===== src/rtl/arpc_pkg.sv =====
// arpc_pkg: shared types, codes and constants of the arp cache engine
// no dependencies
package arpc_pkg;

    localparam int unsigned TABLE_ENTRIES_DEF = 16;
    localparam int unsigned MAX_EVENTS        = 16;
    localparam int unsigned CFG_IDX_W         = 3;
    localparam int unsigned CFG_DATA_W        = 48;
    localparam int unsigned QUEUE_DEPTH       = 2;

    localparam logic [31:0] BCAST_IP   = 32'hFFFF_FFFF;
    localparam logic [47:0] BCAST_MAC  = 48'hFFFF_FFFF_FFFF;
    localparam logic [10:0] MIN_FRAME  = 11'd42;
    localparam logic [15:0] HTYPE_ETH  = 16'd1;
    localparam logic [15:0] PTYPE_IPV4 = 16'h0800;
    localparam logic [15:0] ARP_OP_REQ = 16'd1;

    typedef enum logic [2:0] {
        CFG_HOST_IP       = 3'd0,
        CFG_HOST_MAC      = 3'd1,
        CFG_ENTRY_TIMEOUT = 3'd2,
        CFG_RETRY_TIMEOUT = 3'd3,
        CFG_MAX_RETRIES   = 3'd4
    } t_cfg_idx;

    typedef enum logic [1:0] {
        OP_RESOLVE = 2'd0,
        OP_RECEIVE = 2'd1,
        OP_TICK    = 2'd2,
        OP_NONE    = 2'd3
    } t_op;

    typedef enum logic [1:0] {
        ST_FREE = 2'd0,
        ST_PEND = 2'd1,
        ST_RES  = 2'd2
    } t_status;

    typedef enum logic [2:0] {
        K_RESOLVED = 3'd0,
        K_WAIT     = 3'd1,
        K_REQ      = 3'd2,
        K_REPLY    = 3'd3,
        K_RELEASE  = 3'd4,
        K_DISCARD  = 3'd5,
        K_DONE     = 3'd6
    } t_kind;

    // classified command handed from front to back
    typedef struct packed {
        t_op         op;
        logic [31:0] ip;
        logic [47:0] mac;
        logic        hold;
        logic        direct;     // resolve answered without table
        logic [47:0] direct_mac;
        logic        learn;      // well formed arp
        logic        reply;      // reply owed after learning
    } t_cmd;

    typedef enum logic [2:0] {
        BK_IDLE,
        BK_SCAN,
        BK_EMIT,
        BK_DONE
    } t_bk_state;

endpackage


===== src/rtl/arpc_front.sv =====
// arpc_front: accepts input words, classifies them, and queues commands
// depends on arpc_pkg
module arpc_front (
    input  logic                 i_clk,
    input  logic                 i_rst_n,
    input  logic                 i_valid,
    output logic                 o_ready,
    input  logic [1:0]           i_operation,
    input  logic [31:0]          i_address,
    input  logic [47:0]          i_hw_address,
    input  logic [31:0]          i_target_address,
    input  logic [15:0]          i_arp_opcode,
    input  logic [15:0]          i_hw_type,
    input  logic [15:0]          i_proto_type,
    input  logic [10:0]          i_frame_length,
    input  logic                 i_hold_packet,
    input  logic [31:0]          i_host_ip,
    input  logic [47:0]          i_host_mac,
    output logic                 o_cmd_valid,
    input  logic                 i_cmd_ready,
    output arpc_pkg::t_cmd       o_cmd
);
    import arpc_pkg::*;

    localparam int unsigned PW = $clog2(QUEUE_DEPTH);

    t_cmd          r_q [QUEUE_DEPTH];
    logic [PW-1:0] r_wp, r_rp;
    logic [PW:0]   r_cnt;
    t_cmd          c_cmd;
    logic          c_push, c_pop;

    always_comb begin
        c_cmd            = '0;
        c_cmd.op         = t_op'(i_operation);
        c_cmd.ip         = i_address;
        c_cmd.mac        = i_hw_address;
        c_cmd.hold       = i_hold_packet;
        c_cmd.direct     = (i_address == i_host_ip) || (i_address == BCAST_IP);
        c_cmd.direct_mac = (i_address == i_host_ip) ? i_host_mac : BCAST_MAC;
        c_cmd.learn      = (i_frame_length >= MIN_FRAME) && (i_hw_type == HTYPE_ETH)
                           && (i_proto_type == PTYPE_IPV4);
        c_cmd.reply      = c_cmd.learn && (i_arp_opcode == ARP_OP_REQ)
                           && (i_target_address == i_host_ip);
    end

    assign o_ready     = (r_cnt != (PW+1)'(QUEUE_DEPTH));
    assign c_push      = i_valid && o_ready;
    assign o_cmd_valid = (r_cnt != '0);
    assign c_pop       = o_cmd_valid && i_cmd_ready;
    assign o_cmd       = r_q[r_rp];

    always_ff @(posedge i_clk) begin
        if (!i_rst_n) begin
            r_wp  <= '0;
            r_rp  <= '0;
            r_cnt <= '0;
        end else begin
            if (c_push) begin
                r_q[r_wp] <= c_cmd;
                r_wp      <= r_wp + 1'b1;
            end
            if (c_pop) r_rp <= r_rp + 1'b1;
            r_cnt <= r_cnt + (PW+1)'(c_push) - (PW+1)'(c_pop);
        end
    end

endmodule


===== src/rtl/arpc_back.sv =====
// arpc_back: walks the entry table where a command needs it and emits result words
// depends on arpc_pkg
module arpc_back #(
    parameter int unsigned TABLE_ENTRIES = arpc_pkg::TABLE_ENTRIES_DEF
) (
    input  logic                 i_clk,
    input  logic                 i_rst_n,
    input  logic                 i_cmd_valid,
    output logic                 o_cmd_ready,
    input  arpc_pkg::t_cmd       i_cmd,
    input  logic [31:0]          i_entry_timeout,
    input  logic [31:0]          i_retry_timeout,
    input  logic [2:0]           i_max_retries,
    output logic                 o_valid,
    input  logic                 i_ready,
    output logic [2:0]           o_kind,
    output logic [31:0]          o_result_ip,
    output logic [47:0]          o_result_mac,
    output logic [3:0]           o_entry_index,
    output logic                 o_held,
    output logic                 o_last
);
    import arpc_pkg::*;

    localparam int unsigned IW = (TABLE_ENTRIES > 1) ? $clog2(TABLE_ENTRIES) : 1;
    localparam int unsigned EW = $clog2(MAX_EVENTS + 1);

    // table, one register set per slot
    t_status     r_st   [TABLE_ENTRIES];
    logic [31:0] r_ip   [TABLE_ENTRIES];
    logic [47:0] r_mac  [TABLE_ENTRIES];
    logic [2:0]  r_rtry [TABLE_ENTRIES];
    logic [31:0] r_stmp [TABLE_ENTRIES];
    logic [31:0] r_tick;

    t_bk_state r_state, n_state;
    t_cmd      r_cmd;
    logic [IW-1:0] r_idx;
    logic          r_fr_f;
    logic [IW-1:0] r_fr;
    logic [EW-1:0] r_evcnt;

    // pending emit queue: up to two words from a resolve or receive
    logic          r_e0_v, r_e1_v;
    logic [2:0]    r_e0_k, r_e1_k;
    logic [31:0]   r_e0_ip, r_e1_ip;
    logic [47:0]   r_e0_mac, r_e1_mac;
    logic [3:0]    r_e0_ix, r_e1_ix;
    logic          r_e0_h, r_e1_h;

    // output register
    logic        r_ov;
    logic [2:0]  r_ok;
    logic [31:0] r_oip;
    logic [47:0] r_omac;
    logic [3:0]  r_oix;
    logic        r_oh, r_ol;

    logic        c_busy, c_match, c_last_idx, c_out_free;
    logic [31:0] c_age;

    assign c_out_free = !r_ov || i_ready;
    assign c_busy     = (r_st[r_idx] == ST_PEND) || (r_st[r_idx] == ST_RES);
    assign c_match    = c_busy && (r_ip[r_idx] == r_cmd.ip);
    assign c_last_idx = (r_idx == IW'(TABLE_ENTRIES - 1));
    assign c_age      = r_tick - r_stmp[r_idx];

    assign o_cmd_ready = (r_state == BK_IDLE);

    always_comb begin
        n_state = r_state;
        unique case (r_state)
            BK_IDLE: if (i_cmd_valid) n_state = BK_SCAN;
            BK_SCAN: begin
                if (r_cmd.op == OP_TICK) begin
                    if (c_out_free && c_last_idx) n_state = BK_DONE;
                end else if (r_cmd.op == OP_NONE || (r_cmd.op == OP_RECEIVE && !r_cmd.learn)
                             || (r_cmd.op == OP_RESOLVE && r_cmd.direct)) begin
                    n_state = BK_EMIT;
                end else if (c_out_free && (c_match || c_last_idx)) begin
                    n_state = BK_EMIT;
                end
            end
            BK_EMIT: if (c_out_free && !r_e0_v && !r_e1_v) n_state = BK_DONE;
            BK_DONE: if (c_out_free) n_state = BK_IDLE;
            default: n_state = BK_IDLE;
        endcase
    end

    assign o_valid       = r_ov;
    assign o_kind        = r_ok;
    assign o_result_ip   = r_oip;
    assign o_result_mac  = r_omac;
    assign o_entry_index = r_oix;
    assign o_held        = r_oh;
    assign o_last        = r_ol;

    always_ff @(posedge i_clk) begin
        logic [IW-1:0] v_slot;
        logic          v_was_pend;
        if (!i_rst_n) begin
            r_state <= BK_IDLE;
            r_tick  <= '0;
            r_ov    <= 1'b0;
            r_e0_v  <= 1'b0;
            r_e1_v  <= 1'b0;
            for (int i = 0; i < TABLE_ENTRIES; i++) r_st[i] <= ST_FREE;
        end else begin
            r_state <= n_state;
            if (r_ov && i_ready) r_ov <= 1'b0;
            unique case (r_state)
                BK_IDLE: begin
                    r_cmd   <= i_cmd;
                    r_idx   <= '0;
                    r_fr_f  <= 1'b0;
                    r_evcnt <= '0;
                    r_e0_v  <= 1'b0;
                    r_e1_v  <= 1'b0;
                    if (i_cmd_valid && i_cmd.op == OP_TICK) r_tick <= r_tick + 32'd1;
                end
                BK_SCAN: begin
                    if (r_cmd.op == OP_TICK) begin
                        if (c_out_free) begin
                            r_idx <= r_idx + 1'b1;
                            if (r_st[r_idx] == ST_RES) begin
                                if (c_age > i_entry_timeout) r_st[r_idx] <= ST_FREE;
                            end else if (r_st[r_idx] == ST_PEND && c_age >= i_retry_timeout) begin
                                if (r_evcnt != EW'(MAX_EVENTS)) begin
                                    r_ov    <= 1'b1;
                                    r_evcnt <= r_evcnt + 1'b1;
                                end
                                r_oip  <= r_ip[r_idx];
                                r_omac <= '0;
                                r_oix  <= 4'(r_idx);
                                r_oh   <= 1'b0;
                                r_ol   <= 1'b0;
                                if (r_rtry[r_idx] < i_max_retries) begin
                                    r_rtry[r_idx] <= r_rtry[r_idx] + 3'd1;
                                    r_stmp[r_idx] <= r_tick;
                                    r_ok          <= K_REQ;
                                end else begin
                                    r_st[r_idx] <= ST_FREE;
                                    r_ok        <= K_DISCARD;
                                end
                            end
                        end
                    end else if (r_cmd.op == OP_NONE
                                 || (r_cmd.op == OP_RECEIVE && !r_cmd.learn)) begin
                        r_e0_v <= 1'b0;
                    end else if (r_cmd.op == OP_RESOLVE && r_cmd.direct) begin
                        r_e0_v   <= 1'b1;
                        r_e0_k   <= K_RESOLVED;
                        r_e0_ip  <= r_cmd.ip;
                        r_e0_mac <= r_cmd.direct_mac;
                        r_e0_ix  <= '0;
                        r_e0_h   <= 1'b0;
                    end else if (c_out_free) begin
                        // scan waits while the output register is full, so an eviction discard can be placed
                        r_idx <= r_idx + 1'b1;
                        if (!c_busy && !r_fr_f) begin
                            r_fr_f <= 1'b1;
                            r_fr   <= r_idx;
                        end
                        if (c_match || c_last_idx) begin
                            // decide this command with the last slot folded in
                            if (r_cmd.op == OP_RESOLVE) begin
                                if (c_match) begin
                                    r_e0_v   <= 1'b1;
                                    r_e0_ip  <= r_cmd.ip;
                                    r_e0_ix  <= 4'(r_idx);
                                    if (r_st[r_idx] == ST_RES) begin
                                        r_e0_k   <= K_RESOLVED;
                                        r_e0_mac <= r_mac[r_idx];
                                        r_e0_h   <= 1'b0;
                                    end else begin
                                        r_e0_k   <= K_WAIT;
                                        r_e0_mac <= '0;
                                        r_e0_h   <= r_cmd.hold;
                                    end
                                end else begin
                                    v_slot = r_fr_f ? r_fr : (!c_busy ? r_idx : '0);
                                    if (!r_fr_f && c_busy && r_st[0] == ST_PEND) begin
                                        r_ov   <= 1'b1;
                                        r_ok   <= K_DISCARD;
                                        r_oip  <= r_ip[0];
                                        r_omac <= '0;
                                        r_oix  <= '0;
                                        r_oh   <= 1'b0;
                                        r_ol   <= 1'b0;
                                    end
                                    r_ip[v_slot]   <= r_cmd.ip;
                                    r_mac[v_slot]  <= '0;
                                    r_st[v_slot]   <= ST_PEND;
                                    r_rtry[v_slot] <= 3'd1;
                                    r_stmp[v_slot] <= r_tick;
                                    r_e0_v   <= 1'b1;
                                    r_e0_k   <= K_WAIT;
                                    r_e0_ip  <= r_cmd.ip;
                                    r_e0_mac <= '0;
                                    r_e0_ix  <= 4'(v_slot);
                                    r_e0_h   <= r_cmd.hold;
                                    r_e1_v   <= 1'b1;
                                    r_e1_k   <= K_REQ;
                                    r_e1_ip  <= r_cmd.ip;
                                    r_e1_mac <= '0;
                                    r_e1_ix  <= 4'(v_slot);
                                    r_e1_h   <= 1'b0;
                                end
                            end else begin
                                // learn sender
                                v_slot = c_match ? r_idx : (r_fr_f ? r_fr : r_idx);
                                v_was_pend = c_match && (r_st[r_idx] == ST_PEND);
                                if (c_match || r_fr_f || !c_busy) begin
                                    r_ip[v_slot]   <= r_cmd.ip;
                                    r_mac[v_slot]  <= r_cmd.mac;
                                    r_st[v_slot]   <= ST_RES;
                                    r_stmp[v_slot] <= r_tick;
                                    r_rtry[v_slot] <= 3'd0;
                                end
                                r_e0_v   <= v_was_pend;
                                r_e0_k   <= K_RELEASE;
                                r_e0_ip  <= r_cmd.ip;
                                r_e0_mac <= r_cmd.mac;
                                r_e0_ix  <= 4'(v_slot);
                                r_e0_h   <= 1'b0;
                                r_e1_v   <= r_cmd.reply;
                                r_e1_k   <= K_REPLY;
                                r_e1_ip  <= r_cmd.ip;
                                r_e1_mac <= r_cmd.mac;
                                r_e1_ix  <= '0;
                                r_e1_h   <= 1'b0;
                            end
                        end
                    end
                end
                BK_EMIT: begin
                    if (c_out_free) begin
                        if (r_e0_v) begin
                            r_ov   <= 1'b1;
                            r_ok   <= r_e0_k;
                            r_oip  <= r_e0_ip;
                            r_omac <= r_e0_mac;
                            r_oix  <= r_e0_ix;
                            r_oh   <= r_e0_h;
                            r_ol   <= 1'b0;
                            r_e0_v <= 1'b0;
                        end else if (r_e1_v) begin
                            r_ov   <= 1'b1;
                            r_ok   <= r_e1_k;
                            r_oip  <= r_e1_ip;
                            r_omac <= r_e1_mac;
                            r_oix  <= r_e1_ix;
                            r_oh   <= r_e1_h;
                            r_ol   <= 1'b0;
                            r_e1_v <= 1'b0;
                        end
                    end
                end
                BK_DONE: begin
                    if (c_out_free) begin
                        r_ov   <= 1'b1;
                        r_ok   <= K_DONE;
                        r_oip  <= '0;
                        r_omac <= '0;
                        r_oix  <= '0;
                        r_oh   <= 1'b0;
                        r_ol   <= 1'b1;
                    end
                end
                default: ;
            endcase
        end
    end

endmodule


===== src/rtl/arp_cache_engine.sv =====
// arp_cache_engine: top level of the arp address cache
// depends on arpc_pkg, arpc_front, arpc_back
//
// usage:
//  - input channel (i_valid/o_ready) takes one word per operation: resolve,
//    received arp frame fields, or timer tick
//  - output channel (o_valid/i_ready) returns the result words of that
//    operation; the final word of each operation has o_last set (kind done)
//  - configuration: i_cfg_we/i_cfg_idx/i_cfg_data, written only while idle
//  - the front classifies words (host/broadcast match, frame checks) and
//    places them in a two-word command queue, so inputs are taken while the
//    back is still busy
//  - the back walks the table one slot per cycle while the output register
//    can take a word
//  - the table scan is the limiting loop; one operation at a time is run
//  - reset frees all slots and clears the tick counter; no clearing pass
//  - a stalled receiver holds the output register and the scan waits with it
module arp_cache_engine #(
    parameter int unsigned TABLE_ENTRIES = arpc_pkg::TABLE_ENTRIES_DEF
) (
    input  logic                            i_clk,
    input  logic                            i_rst_n,
    input  logic                            i_cfg_we,
    input  logic [arpc_pkg::CFG_IDX_W-1:0]  i_cfg_idx,
    input  logic [arpc_pkg::CFG_DATA_W-1:0] i_cfg_data,
    input  logic                            i_valid,
    output logic                            o_ready,
    input  logic [1:0]                      i_operation,
    input  logic [31:0]                     i_address,
    input  logic [47:0]                     i_hw_address,
    input  logic [31:0]                     i_target_address,
    input  logic [15:0]                     i_arp_opcode,
    input  logic [15:0]                     i_hw_type,
    input  logic [15:0]                     i_proto_type,
    input  logic [10:0]                     i_frame_length,
    input  logic                            i_hold_packet,
    output logic                            o_valid,
    input  logic                            i_ready,
    output logic [2:0]                      o_kind,
    output logic [31:0]                     o_result_ip,
    output logic [47:0]                     o_result_mac,
    output logic [3:0]                      o_entry_index,
    output logic                            o_held,
    output logic                            o_last
);
    import arpc_pkg::*;

    // configuration registers
    logic [31:0] r_host_ip, r_entry_timeout, r_retry_timeout;
    logic [47:0] r_host_mac;
    logic [2:0]  r_max_retries;

    always_ff @(posedge i_clk) begin
        if (!i_rst_n) begin
            r_host_ip       <= '0;
            r_host_mac      <= '0;
            r_entry_timeout <= 32'd300;
            r_retry_timeout <= 32'd1;
            r_max_retries   <= 3'd3;
        end else if (i_cfg_we) begin
            unique case (t_cfg_idx'(i_cfg_idx))
                CFG_HOST_IP:       r_host_ip       <= i_cfg_data[31:0];
                CFG_HOST_MAC:      r_host_mac      <= i_cfg_data[47:0];
                CFG_ENTRY_TIMEOUT: r_entry_timeout <= i_cfg_data[31:0];
                CFG_RETRY_TIMEOUT: r_retry_timeout <= i_cfg_data[31:0];
                CFG_MAX_RETRIES:   r_max_retries   <= i_cfg_data[2:0];
                default: ;
            endcase
        end
    end

    // front to back command queue
    logic cmd_valid, cmd_ready;
    t_cmd cmd;

    arpc_front u_front (
        .i_clk            (i_clk),
        .i_rst_n          (i_rst_n),
        .i_valid          (i_valid),
        .o_ready          (o_ready),
        .i_operation      (i_operation),
        .i_address        (i_address),
        .i_hw_address     (i_hw_address),
        .i_target_address (i_target_address),
        .i_arp_opcode     (i_arp_opcode),
        .i_hw_type        (i_hw_type),
        .i_proto_type     (i_proto_type),
        .i_frame_length   (i_frame_length),
        .i_hold_packet    (i_hold_packet),
        .i_host_ip        (r_host_ip),
        .i_host_mac       (r_host_mac),
        .o_cmd_valid      (cmd_valid),
        .i_cmd_ready      (cmd_ready),
        .o_cmd            (cmd)
    );

    arpc_back #(.TABLE_ENTRIES(TABLE_ENTRIES)) u_back (
        .i_clk           (i_clk),
        .i_rst_n         (i_rst_n),
        .i_cmd_valid     (cmd_valid),
        .o_cmd_ready     (cmd_ready),
        .i_cmd           (cmd),
        .i_entry_timeout (r_entry_timeout),
        .i_retry_timeout (r_retry_timeout),
        .i_max_retries   (r_max_retries),
        .o_valid         (o_valid),
        .i_ready         (i_ready),
        .o_kind          (o_kind),
        .o_result_ip     (o_result_ip),
        .o_result_mac    (o_result_mac),
        .o_entry_index   (o_entry_index),
        .o_held          (o_held),
        .o_last          (o_last)
    );

endmodule

===== config.mk =====
export PLATFORM = sky130hd
export DESIGN_NAME = arp_cache_engine
export DESIGN_NICKNAME = d
export VERILOG_FILES = /design/src/rtl/arpc_pkg.sv /design/src/rtl/arpc_front.sv /design/src/rtl/arpc_back.sv /design/src/rtl/arp_cache_engine.sv
export SDC_FILE = /design/constraint.sdc
export NUM_CORES = 2
export LEC_CHECK = 0
export BUFFER_PORTS_ARGS = -buffer_cell sky130_fd_sc_hd__buf_2
export CAP_MARGIN = 20
export CORE_ASPECT_RATIO = 2
export CORE_MARGIN = 2
export CORE_UTILIZATION = 35
export DETAILED_ROUTE_END_ITERATION = 8
export SLEW_MARGIN = 20
export SYNTH_ARGS = -nofsm -noshare
export SYNTH_HDL_FRONTEND = slang
export SYNTH_HIERARCHICAL = 1
export SYNTH_SLANG_ARGS = --single-unit

===== constraint.sdc =====
create_clock -name i_clk -period 21.6 [get_ports i_clk]
set_input_delay 3.24 -clock i_clk [delete_from_list [all_inputs] [get_ports i_clk]]
set_output_delay 3.24 -clock i_clk [all_outputs]
set_load 0.03 [all_outputs]

Word level (Yosys, flattened, before mapping)
Memory sizes are Yosys's and may differ from the RTL's. A register that Yosys moved wholly into a read port is not among the register bits.
Cells that the tools add are included.
{"block": "word_totals", "wordCells": 447, "ramBits": 2140, "latchBits": 0, "rom_bits": 0, "mem_count": 6, "out_inout_bits": 91, "ff_bits": 599}
{"name": "u_back.r_mac", "words": 16, "width": 48, "rd": 1, "rd_clocked_by_memory_dff": 1, "write_ports": 1, "line": "arpc_back.sv:31", "source": "logic [47:0] r_mac [TABLE_ENTRIES];"}
{"name": "u_back.r_ip", "words": 16, "width": 32, "rd": 2, "rd_clocked_by_memory_dff": 1, "write_ports": 1, "line": "arpc_back.sv:30", "source": "logic [31:0] r_ip [TABLE_ENTRIES];"}
{"name": "u_back.r_stmp", "words": 16, "width": 32, "rd": 1, "rd_clocked_by_memory_dff": 1, "write_ports": 1, "line": "arpc_back.sv:33", "source": "logic [31:0] r_stmp [TABLE_ENTRIES];"}
{"name": "u_front.r_q", "words": 2, "width": 134, "rd": 1, "rd_clocked_by_memory_dff": 1, "write_ports": 1, "line": "arpc_front.sv:27", "source": "t_cmd r_q [QUEUE_DEPTH];"}
{"name": "u_back.r_rtry", "words": 16, "width": 3, "rd": 1, "rd_clocked_by_memory_dff": 1, "write_ports": 1, "line": "arpc_back.sv:32", "source": "logic [2:0] r_rtry [TABLE_ENTRIES];"}
{"name": "u_back.r_st", "words": 16, "width": 2, "rd": 2, "rd_clocked_by_memory_dff": 1, "write_ports": 16, "line": "arpc_back.sv:29", "source": "t_status r_st [TABLE_ENTRIES];"}
{"block": "classes", "n_reduce_logical": 69, "div": 0, "n_lt_le_gt_ge": 4, "shifts": 0, "bitwise": 4, "addsub": 9, "n_eq_ne": 54, "n_mux": 261, "multipliers": 0}
{"op": "2-to-1 mux 48 bit", "count": 25}
{"op": "2-to-1 mux 32 bit", "count": 23}
{"op": "2-to-1 mux 4 bit", "count": 42}
{"op": "one-hot mux 48 bit (3 select lines)", "count": 1}
{"op": "2-to-1 mux 1 bit", "count": 121}
{"op": "== test 32 bit", "count": 3}
{"op": "one-hot mux 32 bit (3 select lines)", "count": 1}
{"op": "OR reduction 32 bit", "count": 3}
{"op": "2-to-1 mux 3 bit", "count": 28}
{"op": "OR reduction 48 bit", "count": 1}
{"op": "adder 32 x 1 -> 32 bit (second input constant)", "count": 1}
{"op": "== test 16 x 1 -> 1 bit (second input constant)", "count": 2}
{"op": "== test 32 bit (second input constant)", "count": 1}
{"op": ">= comparator 32 bit", "count": 1}
{"op": "> comparator 32 bit", "count": 1}
{"op": "subtractor 32 bit", "count": 1}
{"op": "2-to-1 mux 5 bit", "count": 5}
{"op": "AND reduction 7 bit", "count": 3}
{"op": "logical AND 1 bit", "count": 20}
{"op": "inequality test 2 x 1 -> 1 bit (second input constant)", "count": 10}
{"op": "== test 16 x 12 -> 1 bit (second input constant)", "count": 1}
{"op": "inequality test 3 bit (second input constant)", "count": 5}
{"op": "one-hot mux 1 bit (3 select lines)", "count": 5}
{"op": "inequality test 2 bit (second input constant)", "count": 7}
{"op": "other kinds (42)", "count": 90}

Longest topological paths before layout
{"block": "depth", "ltp_word": 17, "mapped_depth": 38, "depth_no_buf": 28}

Hierarchy
The synthesis kept the hierarchy.
{"mod": "arpc_back", "seq_area_each_um2": 69316.5, "cells_per_inst": 4831, "area_each_um2": 94326.7, "instances": 1}
{"mod": "arpc_front", "seq_area_each_um2": 8147.8, "cells_per_inst": 616, "area_each_um2": 11104.4, "instances": 1}
{"mod": "arp_cache_engine", "seq_area_each_um2": 2942.8, "cells_per_inst": 538, "area_each_um2": 5500.3, "instances": 1}

Worst setup path after synthesis
Ideal clock, no wire load.
{"block": "synth_path", "path_kind": "in2reg", "start": "input port i_valid", "end": "memory u_front/r_q[0][0] (netlist name), enable pin", "stages": 2, "t_arrival_ns": 13.104, "slack_ns": 7.677, "cell_sequence": "nand2_1 -> nor3b_1"}
{"block": "synth_via", "elab_chain_len": 4}
{"item": "from (decl)", "line": "arp_cache_engine.sv:26", "source": "input logic i_valid,"}
{"item": "logical AND 1 bit", "line": "arpc_front.sv:48", "source": "assign c_push = i_valid && o_ready;"}
{"item": "2-to-1 mux 1 bit", "line": "arpc_front.sv:59", "source": "if (c_push) begin"}
{"item": "2-to-1 mux 1 bit", "line": "arpc_front.sv:54", "source": "if (!i_rst_n) begin"}
{"item": "2-to-1 mux 1 bit (not written as such)", "line": "arpc_front.sv:60", "source": "r_q[r_wp] <= c_cmd;"}
{"item": "to (decl)", "line": "arpc_front.sv:27"}
No other way between the ends.

==> results.md <==
* Total track usage at 18.87%
* Vias post-DR at 57,610
* Area growth syn-to-layout at 12.96%
* WP data arrival at 10.81 ns
* F_max at 96.95 MHz
* Initial antenna violation count at 47
* CTS tree: done
* DR top layer: met5
* WP data required at 22.09 ns
* Max H-tree Level at 4
* Synth area leader: edfxtp_1
* Nets@finish at 6,703
* Hpwl dp at 189,600 µm
* Core area at 0.3157 mm²
* Routed wire length at 309,900 µm
* Fillers at 28,460
* Sum Neg Setup Slack at 0 ns
* Gates resized, CTS repair at 0
* Number of global-route vias before repair at 59,740
* Worst hold path class: flop to flop
* Worst Clk Skew at 0.08063 ns
* Initial DRC count at 5,734
* Die height at 800.2 µm
* Inserted Clock Buffers at 234
* Critical path launch point type: flop
* Rel. slew slack at 21.17%
* Starting Density at 35.14%
* DRT met1 WL at 117,900 µm
* Root Buffer: clkbuf_16
* Register area share after synthesis at 72.48%
* Area share of the largest cell type after synthesis at 69.00%
* DRC Markers at 0
* Seq cells post-synth at 2,742
* Yosys warns at 6
* Post-synth cell types at 98
* Drt via density at 5.395
* EDFF count, synth at 2,549
* Largest net degree at the start of global routing at 174
* ANT nets after route at 0
* Syn Area/Cell at 18.53 µm²
* Min Tclk post-route at 10.31 ns
* Layout cells sized above 1 at 24.66%
* Gr ovfl total at 0
* Worst vdd ir at 0.00009129 V
* Top cells by count, synth: edfxtp_1 (2,549), mux4_2 (507), mux2i_1 (321), nand2_1 (313), mux2_2 (206)
* Clk sinks at 2,742
* Clock-pin slew on the worst setup and hold paths at 0.07 ns
* Main synth FF type: edfxtp_1
* Latest clock arrival within the worst-skew pair at 0.92 ns
* Pwr Density at 111.8 mW/mm²
* Top cells by area, synth: edfxtp_1 (69%), mux4_2 (10%), dfxtp_1 (3.5%)
* Period utilization at 47.75%
* Hold Buf Count CTS at 0
* Port Buf Inserts at 319
* Cell Area, Synth at 0.1109 mm²
* Syn_nets at 6,327
* Final setup viols at 0
* DR WL/cell at 29.02 µm
* Post-CTS Setup Bufs at 0
* Row count at 292
* # IOs at 321
* RSZ-0062 raised after global routing: false
* CP max FO at 103
* Final Max Slew Viols at 0
* Die width at 402.1 µm
* Bufs on Longest Clock Path at 4
* Kind of critical path: flop to flop
* GPL Wtd Cong at 0.8555
* Most frequent cell after synthesis: edfxtp_1
* Die ar. at 0.3217 mm²
* Detail Route met3 WL at 19,310 µm
* Leak at 42.91 nW
* Slew at the pin closest to its max-slew limit at 1.173 ns
* Max-Cap Viols at 0
* First-pass iteration count of the detailed router at 5
* Synth Instances at 5,985
* First-pass GRT wire length at 435,700 µm
* Power, Total at 14.01 mW
* Asr flop ratio synth at 0%
* Met2 wire length at 162,900 µm
* Outcome: finished clean
* Final Hold Viols at 0
* Endpoint class of the critical path: flop
## cell usage in the layout (no fill, tap or decap), types with 125 or more instances in the layout
master     count
dfxtp_1      187
mux4_2       507
nand2_1      311
clkbuf_16    236
inv_1        125
and2_1       137
mux2_2       206
buf_2        318
mux2i_1      321
edfxtp_1    2549
## per-stage QoR
stage | std cells | hold WS [ns] | worst slack (ns) | utilization, % | cell area (µm²)
after floorplan | 5985 | 0.4244 | 7.677 | - | 110900
final | 10680 | 0.4570 | 11.29 | 39.70 | 125300
after global routing | 10670 | 0.4774 | 10.78 | 39.69 | 125300
after CTS | 10670 | 0.4595 | 10.92 | 39.67 | 125200
after detailed placement | 10240 | 0.4466 | 10.95 | 37.23 | 117500
after global placement | 10240 | 0.4412 | 11.07 | 37.23 | 117500
## final cells by class
cell class / count / area (µm²) / area share, %
Antenna cell: 6 / 15.01 / 0.01198
Clock buffer: 286 / 6203 / 4.950
Clock inverter: 145 / 1523 / 1.215
Inverter: 127 / 479.2 / 0.3824
Multi-Input combinational cell: 2814 / 28840 / 23.02
Sequential cell: 2742 / 80430 / 64.18
Tap cell: 4116 / 5150 / 4.110
Timing Repair Buffer: 442 / 2669 / 2.130
## flip-flops by register name (all words and copies together), names as in the netlist, 4 cells and up, named ones only
name,flops
r_entry_timeout,32
u_back/r_evcnt,5
u_back/r_e1_ip,32
u_back/r_e0_ip,32
u_back/r_e0_mac,48
u_back/r_e1_mac,48
u_back/r_ip,512
u_back/r_mac,768
u_back/r_stmp,512
u_back/o_result_ip,32
u_back/r_st,32
u_back/r_fr,4
u_back/o_result_mac,48
u_front/r_q,268
u_back/r_tick,32
r_host_ip,32
u_back/r_e1_ix,4
u_back/r_cmd,134
u_back/r_e0_ix,4
u_back/r_rtry,48
r_host_mac,48
u_back/o_entry_index,4
u_back/r_idx,4
r_retry_timeout,32
## routing by layer
metal,track usage [%],vias to the layer above
met5,0,-
met3,2.851,465
met1,22.75,30600
met2,34.51,2090
met4,5.801,30
li1,-,24430
## cell families (layout without fill, tap and decap cells)
family,count (synthesis),count (layout),share of synthesized area (%)
compound gates,491,491,2.912
xor+xnor,189,189,1.492
fa+ha+maj,112,112,1.270
buf+inv,429,1000,1.824
flops,2742,2742,72.48
mux,1035,1035,15.30
other cells,0,6,0
simple gates,987,987,4.714
## report_power, final
group	switching [mW]	total (mW)	leakage [nW]	internal, mW
registers	0.291	6.46	27.5	6.17
clock network	1.96	4.31	3.77	2.36
logic	1.95	3.24	11.6	1.29
## critical path, stage by stage (launching register included)
cell	delay [ns]
dfxtp_4	0.74
buf_4	0.63
buf_12	0.55
buf_4	0.87
mux4_2	0.61
mux2i_1	0.14
o22ai_1	0.15
xnor2_1	0.24
o21ai_0	0.16
nor4_2	0.55
nand4b_2	0.58
or3_4	0.61
nand2_2	0.10
buf_4	0.78
o221a_2	0.43
nand2_1	0.25
nor2_4	0.89
buf_4	0.65
buf_4	0.74
## final timing paths
kind,startpoint,endpoint,slack [ns],cells after the start
worst max-delay path,flop,u_back/r_mac[4][5]$_DFFE_PP_,11.29,18
worst min-delay path,r_entry_timeout[7]$_SDFFE_PN0P_,r_entry_timeout[7]$_SDFFE_PN0P_,0.46,2
worst max register to register,flop,u_back/r_mac[4][5]$_DFFE_PP_,11.29,18
worst min register to register,r_entry_timeout[7]$_SDFFE_PN0P_,r_entry_timeout[7]$_SDFFE_PN0P_,0.46,2
Note: power is estimated with default switching activity, not from simulation.
